<file path="src/design/p2r_pkg.sv">
package p2r_pkg;

    localparam int PLANE_BYTES_W = 64;
    localparam int IDX_W         = 8;
    localparam int RGB_W         = 15;
    localparam int COMP_W        = 5;
    localparam int LANES         = 8;
    localparam int CNT_W         = 4;
    localparam int WIDTH_W       = 15;
    localparam int PLANES_W      = 4;
    localparam int SEEN_W        = 13;
    localparam int CFG_AW        = 4;
    localparam int CFG_DW        = 32;

    // Register indexes on the configuration port (byte address / 4).
    localparam logic [1:0] REG_IMAGE_WIDTH  = 2'd0;
    localparam logic [1:0] REG_NUM_PLANES   = 2'd1;
    localparam logic [1:0] REG_IMAGE_FORMAT = 2'd2;

    localparam logic FMT_PLANAR = 1'b0;
    localparam logic FMT_CHUNKY = 1'b1;

    localparam logic REQ_PAL_WRITE = 1'b0;
    localparam logic REQ_IMAGE     = 1'b1;

    // One unit of work handed from the front end to the pixel serializer.
    typedef struct packed {
        logic                             is_pal;
        logic [LANES-1:0][IDX_W-1:0]      idx;
        logic [CNT_W-1:0]                 cnt;
        logic                             rend;
        logic [RGB_W-1:0]                 color;
    } job_t;

endpackage

</file>
<file path="src/design/p2r_lane.sv">
module p2r_lane
    import p2r_pkg::*;
#(
    parameter int BIT_POS    = 7,
    parameter int MAX_PLANES = 8
) (
    input  logic [PLANE_BYTES_W-1:0] plane_bytes,
    input  logic [PLANES_W-1:0]      planes,
    output logic [IDX_W-1:0]         idx
);

    // Plane k contributes bit k of the color index; planes beyond the
    // active count read as zero.
    always_comb begin
        idx = '0;
        for (int k = 0; k < MAX_PLANES; k++) begin
            if (PLANES_W'(k) < planes) begin
                idx[k] = plane_bytes[8*k + BIT_POS];
            end
        end
    end

endmodule

</file>
<file path="src/design/p2r_serializer.sv">
module p2r_serializer
    import p2r_pkg::*;
#(
    parameter int PALETTE_DEPTH = 256
) (
    input  logic             aclk,
    input  logic             aresetn,
    input  logic             job_valid,
    input  job_t             job,
    output logic             job_ready,
    output logic             out_valid,
    input  logic             out_ready,
    output logic [RGB_W-1:0] out_rgb,
    output logic             out_last,
    output logic             out_rend
);

    localparam int PAL_AW = (PALETTE_DEPTH > 1) ? $clog2(PALETTE_DEPTH) : 1;
    localparam logic [IDX_W:0] IDX_LIMIT = (IDX_W+1)'(PALETTE_DEPTH);

    logic [RGB_W-1:0] palette_mem [PALETTE_DEPTH];

    logic             busy_reg;
    job_t             cur_reg;
    logic [CNT_W-1:0] pos_reg;

    logic             rd_valid_reg;
    logic             rd_hit_reg;
    logic             rd_last_reg;
    logic             rd_rend_reg;
    logic [RGB_W-1:0] rd_data_reg;

    logic             out_valid_reg;
    logic [RGB_W-1:0] out_rgb_reg;
    logic             out_last_reg;
    logic             out_rend_reg;

    logic             out_free;
    logic             rd_free;
    logic             issue;
    logic             issue_last;
    logic             take;
    logic [IDX_W-1:0] cur_idx;
    logic             cur_hit;
    logic             wr_hit;

    assign out_free   = !out_valid_reg || out_ready;
    assign rd_free    = !rd_valid_reg || out_free;
    assign issue      = busy_reg && rd_free;
    assign issue_last = (pos_reg == (cur_reg.cnt - CNT_W'(1)));
    assign job_ready  = !busy_reg || (issue && issue_last);
    assign take       = job_valid && job_ready;
    assign cur_idx    = cur_reg.idx[pos_reg[2:0]];
    assign cur_hit    = ({1'b0, cur_idx} < IDX_LIMIT);
    assign wr_hit     = ({1'b0, job.idx[0]} < IDX_LIMIT);

    // A palette write lands when its transfer reaches this stage, so every
    // pixel ahead of it has already been read from the old contents.
    always_ff @(posedge aclk) begin
        if (take && job.is_pal && wr_hit) begin
            palette_mem[job.idx[0][PAL_AW-1:0]] <= job.color;
        end
        if (issue) begin
            rd_data_reg <= palette_mem[cur_idx[PAL_AW-1:0]];
            rd_hit_reg  <= cur_hit;
            rd_last_reg <= issue_last;
            rd_rend_reg <= issue_last && cur_reg.rend;
        end
        if (take) begin
            cur_reg <= job;
        end
        if (rd_valid_reg && out_free) begin
            out_rgb_reg  <= rd_hit_reg ? rd_data_reg : '0;
            out_last_reg <= rd_last_reg;
            out_rend_reg <= rd_rend_reg;
        end
    end

    always_ff @(posedge aclk) begin
        if (!aresetn) begin
            busy_reg      <= 1'b0;
            pos_reg       <= '0;
            rd_valid_reg  <= 1'b0;
            out_valid_reg <= 1'b0;
        end else begin
            if (take) begin
                busy_reg <= !job.is_pal;
                pos_reg  <= '0;
            end else if (issue) begin
                busy_reg <= !issue_last;
                pos_reg  <= pos_reg + CNT_W'(1);
            end

            if (issue) begin
                rd_valid_reg <= 1'b1;
            end else if (out_free) begin
                rd_valid_reg <= 1'b0;
            end

            if (rd_valid_reg && out_free) begin
                out_valid_reg <= 1'b1;
            end else if (out_ready) begin
                out_valid_reg <= 1'b0;
            end
        end
    end

    assign out_valid = out_valid_reg;
    assign out_rgb   = out_rgb_reg;
    assign out_last  = out_last_reg;
    assign out_rend  = out_rend_reg;

endmodule

</file>
<file path="src/design/planar_to_rgb15_converter.sv">
// Planar or chunky bitmap rows in, 15-bit RGB pixels out, one pixel per
// cycle unless the output stalls. A planar transfer carries one byte column
// of every bitplane; eight lanes build the eight color indexes at once and
// the row counters decide how many of them (up to eight) belong to the row;
// the input is held off while they are read one at a time through the single
// read port of the palette memory. Padding columns past the row's last
// pixel, zero-width rows and palette writes give no pixels; a chunky
// transfer gives a single pixel. Pixels pass the job, current-job, palette
// read and output registers on their way out. Palette writes stay in order
// with the pixels around them. Palette entries never written read as garbage;
// a write to any configuration register restarts the current row. Configure only while idle.
module planar_to_rgb15_converter
    import p2r_pkg::*;
#(
    parameter int MAX_PLANES    = 8,
    parameter int PALETTE_DEPTH = 256
) (
    input  logic              aclk,
    input  logic              aresetn,
    // APB-style configuration port
    input  logic              psel,
    input  logic              penable,
    input  logic              pwrite,
    input  logic [CFG_AW-1:0] paddr,
    input  logic [CFG_DW-1:0] pwdata,
    output logic [CFG_DW-1:0] prdata,
    output logic              pready,
    // Input stream
    input  logic              s_tvalid,
    output logic              s_tready,
    // plane_bytes[63:0], pal_index[71:64], pal_red[79:72], pal_green[87:80],
    // pal_blue[95:88]
    input  logic [95:0]       s_tdata,
    // req_type[0]
    input  logic              s_tuser,
    // Output stream
    output logic              m_tvalid,
    input  logic              m_tready,
    // pixel_rgb15[14:0], zero[15]
    output logic [15:0]       m_tdata,
    // last_of_run
    output logic              m_tlast,
    // row_end[0]
    output logic              m_tuser
);

    logic [WIDTH_W-1:0]  width_reg;
    logic [PLANES_W-1:0] planes_reg;
    logic                format_reg;
    logic [WIDTH_W-1:0]  left_reg;
    logic [SEEN_W-1:0]   seen_reg;
    logic [WIDTH_W-1:0]  left_next;
    logic [SEEN_W-1:0]   seen_next;

    logic                job_valid_reg;
    job_t                job_reg;
    job_t                job_next;
    logic                job_ready;

    logic                cfg_wr;
    logic                s_accept;
    logic                push;
    logic [PLANES_W-1:0] planes_eff;
    logic [LANES-1:0][IDX_W-1:0] lane_idx;

    logic [WIDTH_W:0]    width_round;
    logic [SEEN_W-1:0]   row_byte_limit;
    logic [SEEN_W-1:0]   seen_inc;
    logic [WIDTH_W-1:0]  left_eff;
    logic [WIDTH_W-1:0]  left_dec;

    assign pready   = 1'b1;
    assign cfg_wr   = psel && penable && pwrite && pready;
    assign s_tready = !job_valid_reg || job_ready;
    assign s_accept = s_tvalid && s_tready;

    assign planes_eff = (planes_reg > PLANES_W'(MAX_PLANES)) ? PLANES_W'(MAX_PLANES)
                                                             : planes_reg;

    // Lane l produces pixel l, which comes from bit 7-l of each plane byte.
    for (genvar l = 0; l < LANES; l++) begin : g_lane
        p2r_lane #(
            .BIT_POS   (LANES - 1 - l),
            .MAX_PLANES(MAX_PLANES)
        ) u_lane (
            .plane_bytes(s_tdata[PLANE_BYTES_W-1:0]),
            .planes     (planes_eff),
            .idx        (lane_idx[l])
        );
    end

    always_comb begin
        unique case (paddr[3:2])
            REG_IMAGE_WIDTH:  prdata = CFG_DW'(width_reg);
            REG_NUM_PLANES:   prdata = CFG_DW'(planes_reg);
            REG_IMAGE_FORMAT: prdata = CFG_DW'(format_reg);
            default:          prdata = '0;
        endcase
    end

    // Each row of a plane is padded to a whole number of 16-bit words.
    assign width_round    = {1'b0, width_reg} + (WIDTH_W+1)'(15);
    assign row_byte_limit = {width_round[WIDTH_W:4], 1'b0};
    assign seen_inc       = seen_reg + SEEN_W'(1);
    assign left_eff       = (left_reg == '0) ? width_reg : left_reg;
    assign left_dec       = left_eff - WIDTH_W'(1);

    always_comb begin
        job_next.is_pal = 1'b0;
        job_next.idx    = lane_idx;
        job_next.cnt    = '0;
        job_next.rend   = 1'b0;
        job_next.color  = {s_tdata[77:73], s_tdata[85:81], s_tdata[93:89]};
        left_next       = left_reg;
        seen_next       = seen_reg;

        if (s_tuser == REQ_PAL_WRITE) begin
            job_next.is_pal = 1'b1;
            job_next.idx[0] = s_tdata[71:64];
        end else if (width_reg == '0) begin
            left_next = '0;
            seen_next = '0;
        end else if (format_reg == FMT_CHUNKY) begin
            job_next.idx[0] = s_tdata[7:0];
            job_next.cnt    = CNT_W'(1);
            job_next.rend   = (left_dec == '0);
            left_next       = (left_dec == '0) ? width_reg : left_dec;
            seen_next       = '0;
        end else begin
            if (|left_reg[WIDTH_W-1:3]) begin
                job_next.cnt = CNT_W'(8);
            end else begin
                job_next.cnt = {1'b0, left_reg[2:0]};
            end
            job_next.rend = (left_reg != '0) &&
                            ((left_reg[WIDTH_W-1:3] == '0) || (left_reg == WIDTH_W'(8)));
            if (seen_inc >= row_byte_limit) begin
                left_next = width_reg;
                seen_next = '0;
            end else begin
                left_next = left_reg - WIDTH_W'(job_next.cnt);
                seen_next = seen_inc;
            end
        end
    end

    assign push = s_accept && (job_next.is_pal || (job_next.cnt != '0));

    always_ff @(posedge aclk) begin
        if (push) begin
            job_reg <= job_next;
        end
    end

    always_ff @(posedge aclk) begin
        if (!aresetn) begin
            width_reg     <= WIDTH_W'(320);
            planes_reg    <= PLANES_W'(8);
            format_reg    <= FMT_PLANAR;
            left_reg      <= WIDTH_W'(320);
            seen_reg      <= '0;
            job_valid_reg <= 1'b0;
        end else begin
            if (cfg_wr) begin
                unique case (paddr[3:2])
                    REG_IMAGE_WIDTH: begin
                        width_reg <= pwdata[WIDTH_W-1:0];
                        left_reg  <= pwdata[WIDTH_W-1:0];
                        seen_reg  <= '0;
                    end
                    REG_NUM_PLANES: begin
                        planes_reg <= pwdata[PLANES_W-1:0];
                        left_reg   <= width_reg;
                        seen_reg   <= '0;
                    end
                    REG_IMAGE_FORMAT: begin
                        format_reg <= pwdata[0];
                        left_reg   <= width_reg;
                        seen_reg   <= '0;
                    end
                    default: begin
                    end
                endcase
            end else if (s_accept) begin
                left_reg <= left_next;
                seen_reg <= seen_next;
            end

            if (push) begin
                job_valid_reg <= 1'b1;
            end else if (job_ready) begin
                job_valid_reg <= 1'b0;
            end
        end
    end

    logic [RGB_W-1:0] out_rgb;

    p2r_serializer #(
        .PALETTE_DEPTH(PALETTE_DEPTH)
    ) u_serializer (
        .aclk     (aclk),
        .aresetn  (aresetn),
        .job_valid(job_valid_reg),
        .job      (job_reg),
        .job_ready(job_ready),
        .out_valid(m_tvalid),
        .out_ready(m_tready),
        .out_rgb  (out_rgb),
        .out_last (m_tlast),
        .out_rend (m_tuser)
    );

    assign m_tdata = {1'b0, out_rgb};

endmodule
</file>
<file path="config.mk">
export PLATFORM = sky130hd
export DESIGN_NAME = planar_to_rgb15_converter
export DESIGN_NICKNAME = d
export VERILOG_FILES = /design/src/design/p2r_pkg.sv /design/src/design/p2r_lane.sv /design/src/design/p2r_serializer.sv /design/src/design/planar_to_rgb15_converter.sv
export SDC_FILE = /design/constraint.sdc
export NUM_CORES = 2
export LEC_CHECK = 0
export ABC_CLOCK_PERIOD_IN_PS = 7430
export BUFFER_PORTS_ARGS = -buffer_cell sky130_fd_sc_hd__buf_2
export CORE_MARGIN = 3
export CORE_UTILIZATION = 60
export DETAILED_ROUTE_END_ITERATION = 8
export PLACE_DENSITY_LB_ADDON = 0.12
export SYNTH_ARGS = -nofsm -noshare
export SYNTH_HDL_FRONTEND = slang
export SYNTH_SLANG_ARGS = --single-unit
</file>
<file path="constraint.sdc">
create_clock -name aclk -period 7.43 [get_ports aclk]
set_input_delay 0.743 -clock aclk [delete_from_list [all_inputs] [get_ports aclk]]
set_output_delay 0.743 -clock aclk [all_outputs]
set_load 0.1 [all_outputs]
</file>
==> key figures <==
Status
  – Status: complete, but fails checks
  – Failing checks: capacitance limit, slew limit

Drt
  – WL/cell: ~30 um
  – Vias per std cell: around 6.5
  – Final ANT Viol Nets: 0
  – DRC violations left: 0
  – Total Wirelength: 451000 um
  – Vias: between 100k and 150k
  – Length of the first detailed-routing pass in iterations: 9
  – Initial drt markers: 14900

Setup path
  – WS Path Type: reg -> reg
  – Type of origin of the critical path: flop
  – R2r setup slk: roughly 1.6 ns
  – Worst Setup EP: u_serializer.rd_data_reg[2]
  – CP startpoint: u_serializer.pos_reg[0]
  – Crit. path cell count: 10
  – RR Startpoint: u_serializer.pos_reg[0]
  – Worst R2R Path Depth: 10
  – Reg-to-reg endpoint: u_serializer.rd_data_reg[2]
  – Worst Setup End Kind: flop
  – Crit-path most repeated cell: buf_4
  – Worst-path fanout max: 60
  – Worst Path Buf+Inv: 3
  – Slowest cell on the critical path: mux4_4
  – CP max stage delay: around 1.2 ns
  – Delay-heaviest family, CP: multiplexers
  – Crit path cell chain: mux4_4 -> buf_12 -> buf_4 -> mux4_2 -> a22o_1 -> a211oi_1 -> o2111ai_1 -> nor4b_1 -> buf_4 -> nor4_1
  – Worst EP required: between 8 and 9 ns
  – Crit path DAT: roughly 6.5 ns

Finish
  – Post-layout instance area: ~180000 sq um
  – Area Growth Syn to Fin: 12.4%
  – Max reg flops: between 3000 and 4000
  – Layout Nets: between 10000 and 15000
  – Fill count: 17800
  – Ratio of cells with drive above 1 in the final layout: between 10% and 20%
  – Multi-input logic area: roughly 37000 sq um
  – Seq. cell area: 122000 sq um
  – Fin cells: about 15000

STA
  – Least-Margin Pin Slew: between 1.5 and 2 ns
  – Clock skew: around 0.052 ns
  – Slew Limit Fails: 48
  – RSZ-0062 raised after global routing: no
  – Period utilization: between 70% and 80%
  – Max Freq: roughly 170 MHz
  – Final hold viol count: 0
  – # setup viols final: 0
  – Slew margin rel.: -2.64%
  – Min Tclk post-route: roughly 5.9 ns
  – Final worst slack: between 1.5 and 2 ns
  – Setup tns final: 0 ns

Floorplanning
  – IO Pins: a little under 200
  – Die width: between 500 and 600 um
  – Rows: between 150 and 200
  – Die area: ~280000 sq um
  – Core footprint: ~270000 sq um
  – Starting Density: between 60% and 70%
  – Die height: approximately 530 um

GRT
  – Initial antenna violation count: 26
  – GRT Total Usage: between 30% and 40%
  – Largest net degree at the start of global routing: approximately 210
  – Total congestion overflow: 0
  – First-pass GRT wire length: 651000 um
  – Vias in the first global route: ~95000

Logic synthesis
  – Yosys top cell area share: 74.6%
  – Dominant synthesized flop cell: edfxtp_1
  – Yosys cell types: 85
  – Synth Register Bits: roughly 4100
  – Area contributors post-synth: edfxtp_1 75%, nand2_1 6.3%, mux4_2 4.2%
  – Post-synth EDFFs: 4028
  – Synthesized cell area: between 150000 and 200000 sq um
  – Sequential area share after synthesis: approximately three quarters
  – Most frequent cells after synthesis: 4028 x edfxtp_1, 2737 x nand2_1, 754 x nand3_1
  – Avg Cell Area, Syn: about 15 sq um
  – Yosys warns: 0
  – Most numerous cell in the Yosys netlist: edfxtp_1
  – Async set-reset flop share out of synthesis: 0%
  – Post-synth top area cell: edfxtp_1
  – Gate count after technology mapping: 11000

Clock network
  – Post-CTS Setup Bufs: 0
  – CTS Buf Count: around 400
  – CTS tree: done
  – H-Tree Depth: 5
  – CTS Hold Buffers Added: 20
  – Worst-path clk slew: 0.06 ns
  – # clock sinks: between 4000 and 5000
  – Max Root-Sink Buffers: 4
  – CTS root buf: clkbuf_16
  – Post_cts resized: 0
  – Worst skew pair latency: about 0.96 ns

Power
  – Design Power: between 40 and 50 mW
  – Leakage: 61.4 nW
  – Worst vdd ir: ~0.23 mV
  – Pwr/cell area: ~270 nW/um^2

Placed design
  – Post-place instance area: 169000 sq um
  – Number of port buffers: roughly 150
  – Hpwl dp: approximately 270000 um
  – Post-Place Setup Slack: approximately 1.5 ns
  – Placed insts: between 10000 and 15000
  – Gpl congestion: between 0.9 and 1

Min path
  – HP Class: in -> reg
  – Worst min-delay path startpoint: pwdata[13]

Flow run
  – Maxcap violations: 1
==> cell families (layout without fill, tap and decap cells) <==
kind of cell / Yosys count / in the layout / share of synthesized area (%)
simple gates: 4529 / 4529 / 12.2
flops: 4084 / 4084 / 75.2
compound gates: 1172 / 1172 / 5.14
buf+inv: 778 / 1439 / 2.09
mux: 411 / 411 / 4.86
xor+xnor: 49 / 49 / 0.273
fa+ha+maj: 23 / 23 / 0.177
other cells: 2 / 34 / 0.00463
==> worst min path at each step <==
stage / cells after the start / end
after floorplan: 0 / u_serializer.cur_reg[15]
after global placement: 0 / u_serializer.cur_reg[47]
after detailed placement: 0 / u_serializer.cur_reg[29]
after CTS: 3 / width_reg[13]
after global routing: 3 / width_reg[4]
final: 3 / width_reg[13]
==> through the flow <==
stage	utilization [%]	hold WS (ns)
after CTS	67.9	0.00312
after global placement	63.0	0.402
after floorplan	-	0.400
after global routing	67.9	0.0471
after detailed placement	63.0	0.405
final	67.9	0.0562
==> layout make-up <==
| class | count | share of cell area, % |
|---|---|---|
| Antenna cell | 14 | 0.0192 |
| Sequential cell | 4084 | 66.9 |
| Timing Repair Buffer | 682 | 3.03 |
| Clock inverter | 249 | 1.39 |
| Multi-Input combinational cell | 6204 | 20.3 |
| Inverter | 18 | 0.0370 |
| Tap cell | 3552 | 2.44 |
| Clock buffer | 490 | 5.81 |
==> worst min-delay path, stage by stage <==
cell and delay (ns):
buf_2 0.11, nand2_1 0.05, a21oi_1 0.06
==> where the power goes <==
group | switching (mW) | internal (mW) | total, mW
Clock | 8.62 | 11.7 | 20.3
Sequential | 0.0686 | 25.4 | 25.5
Combinational | 2.51 | 0.985 | 3.49
Total | 11.2 | 38.1 | 49.3
==> cells in the final DEF (no fill, tap or decap), types with 96 or more instances in the layout <==
cell and n:
clkinv_1 96, buf_4 459, a31oi_1 212, a21oi_1 129, a311oi_1 346, nor2_1 326
and3_1 375, edfxtp_1 4028, nand2_1 2737, o21ai_0 134, mux4_2 296, buf_2 146
clkbuf_16 411, nand3_1 750
==> metal layers <==
metal	GRT usage [%]	wire (um)
met1	46.1	169000
met2	48.6	207000
met3	6.30	51200
met4	14.2	23500
met5	0	111
(Power assumes the default switching activity.)
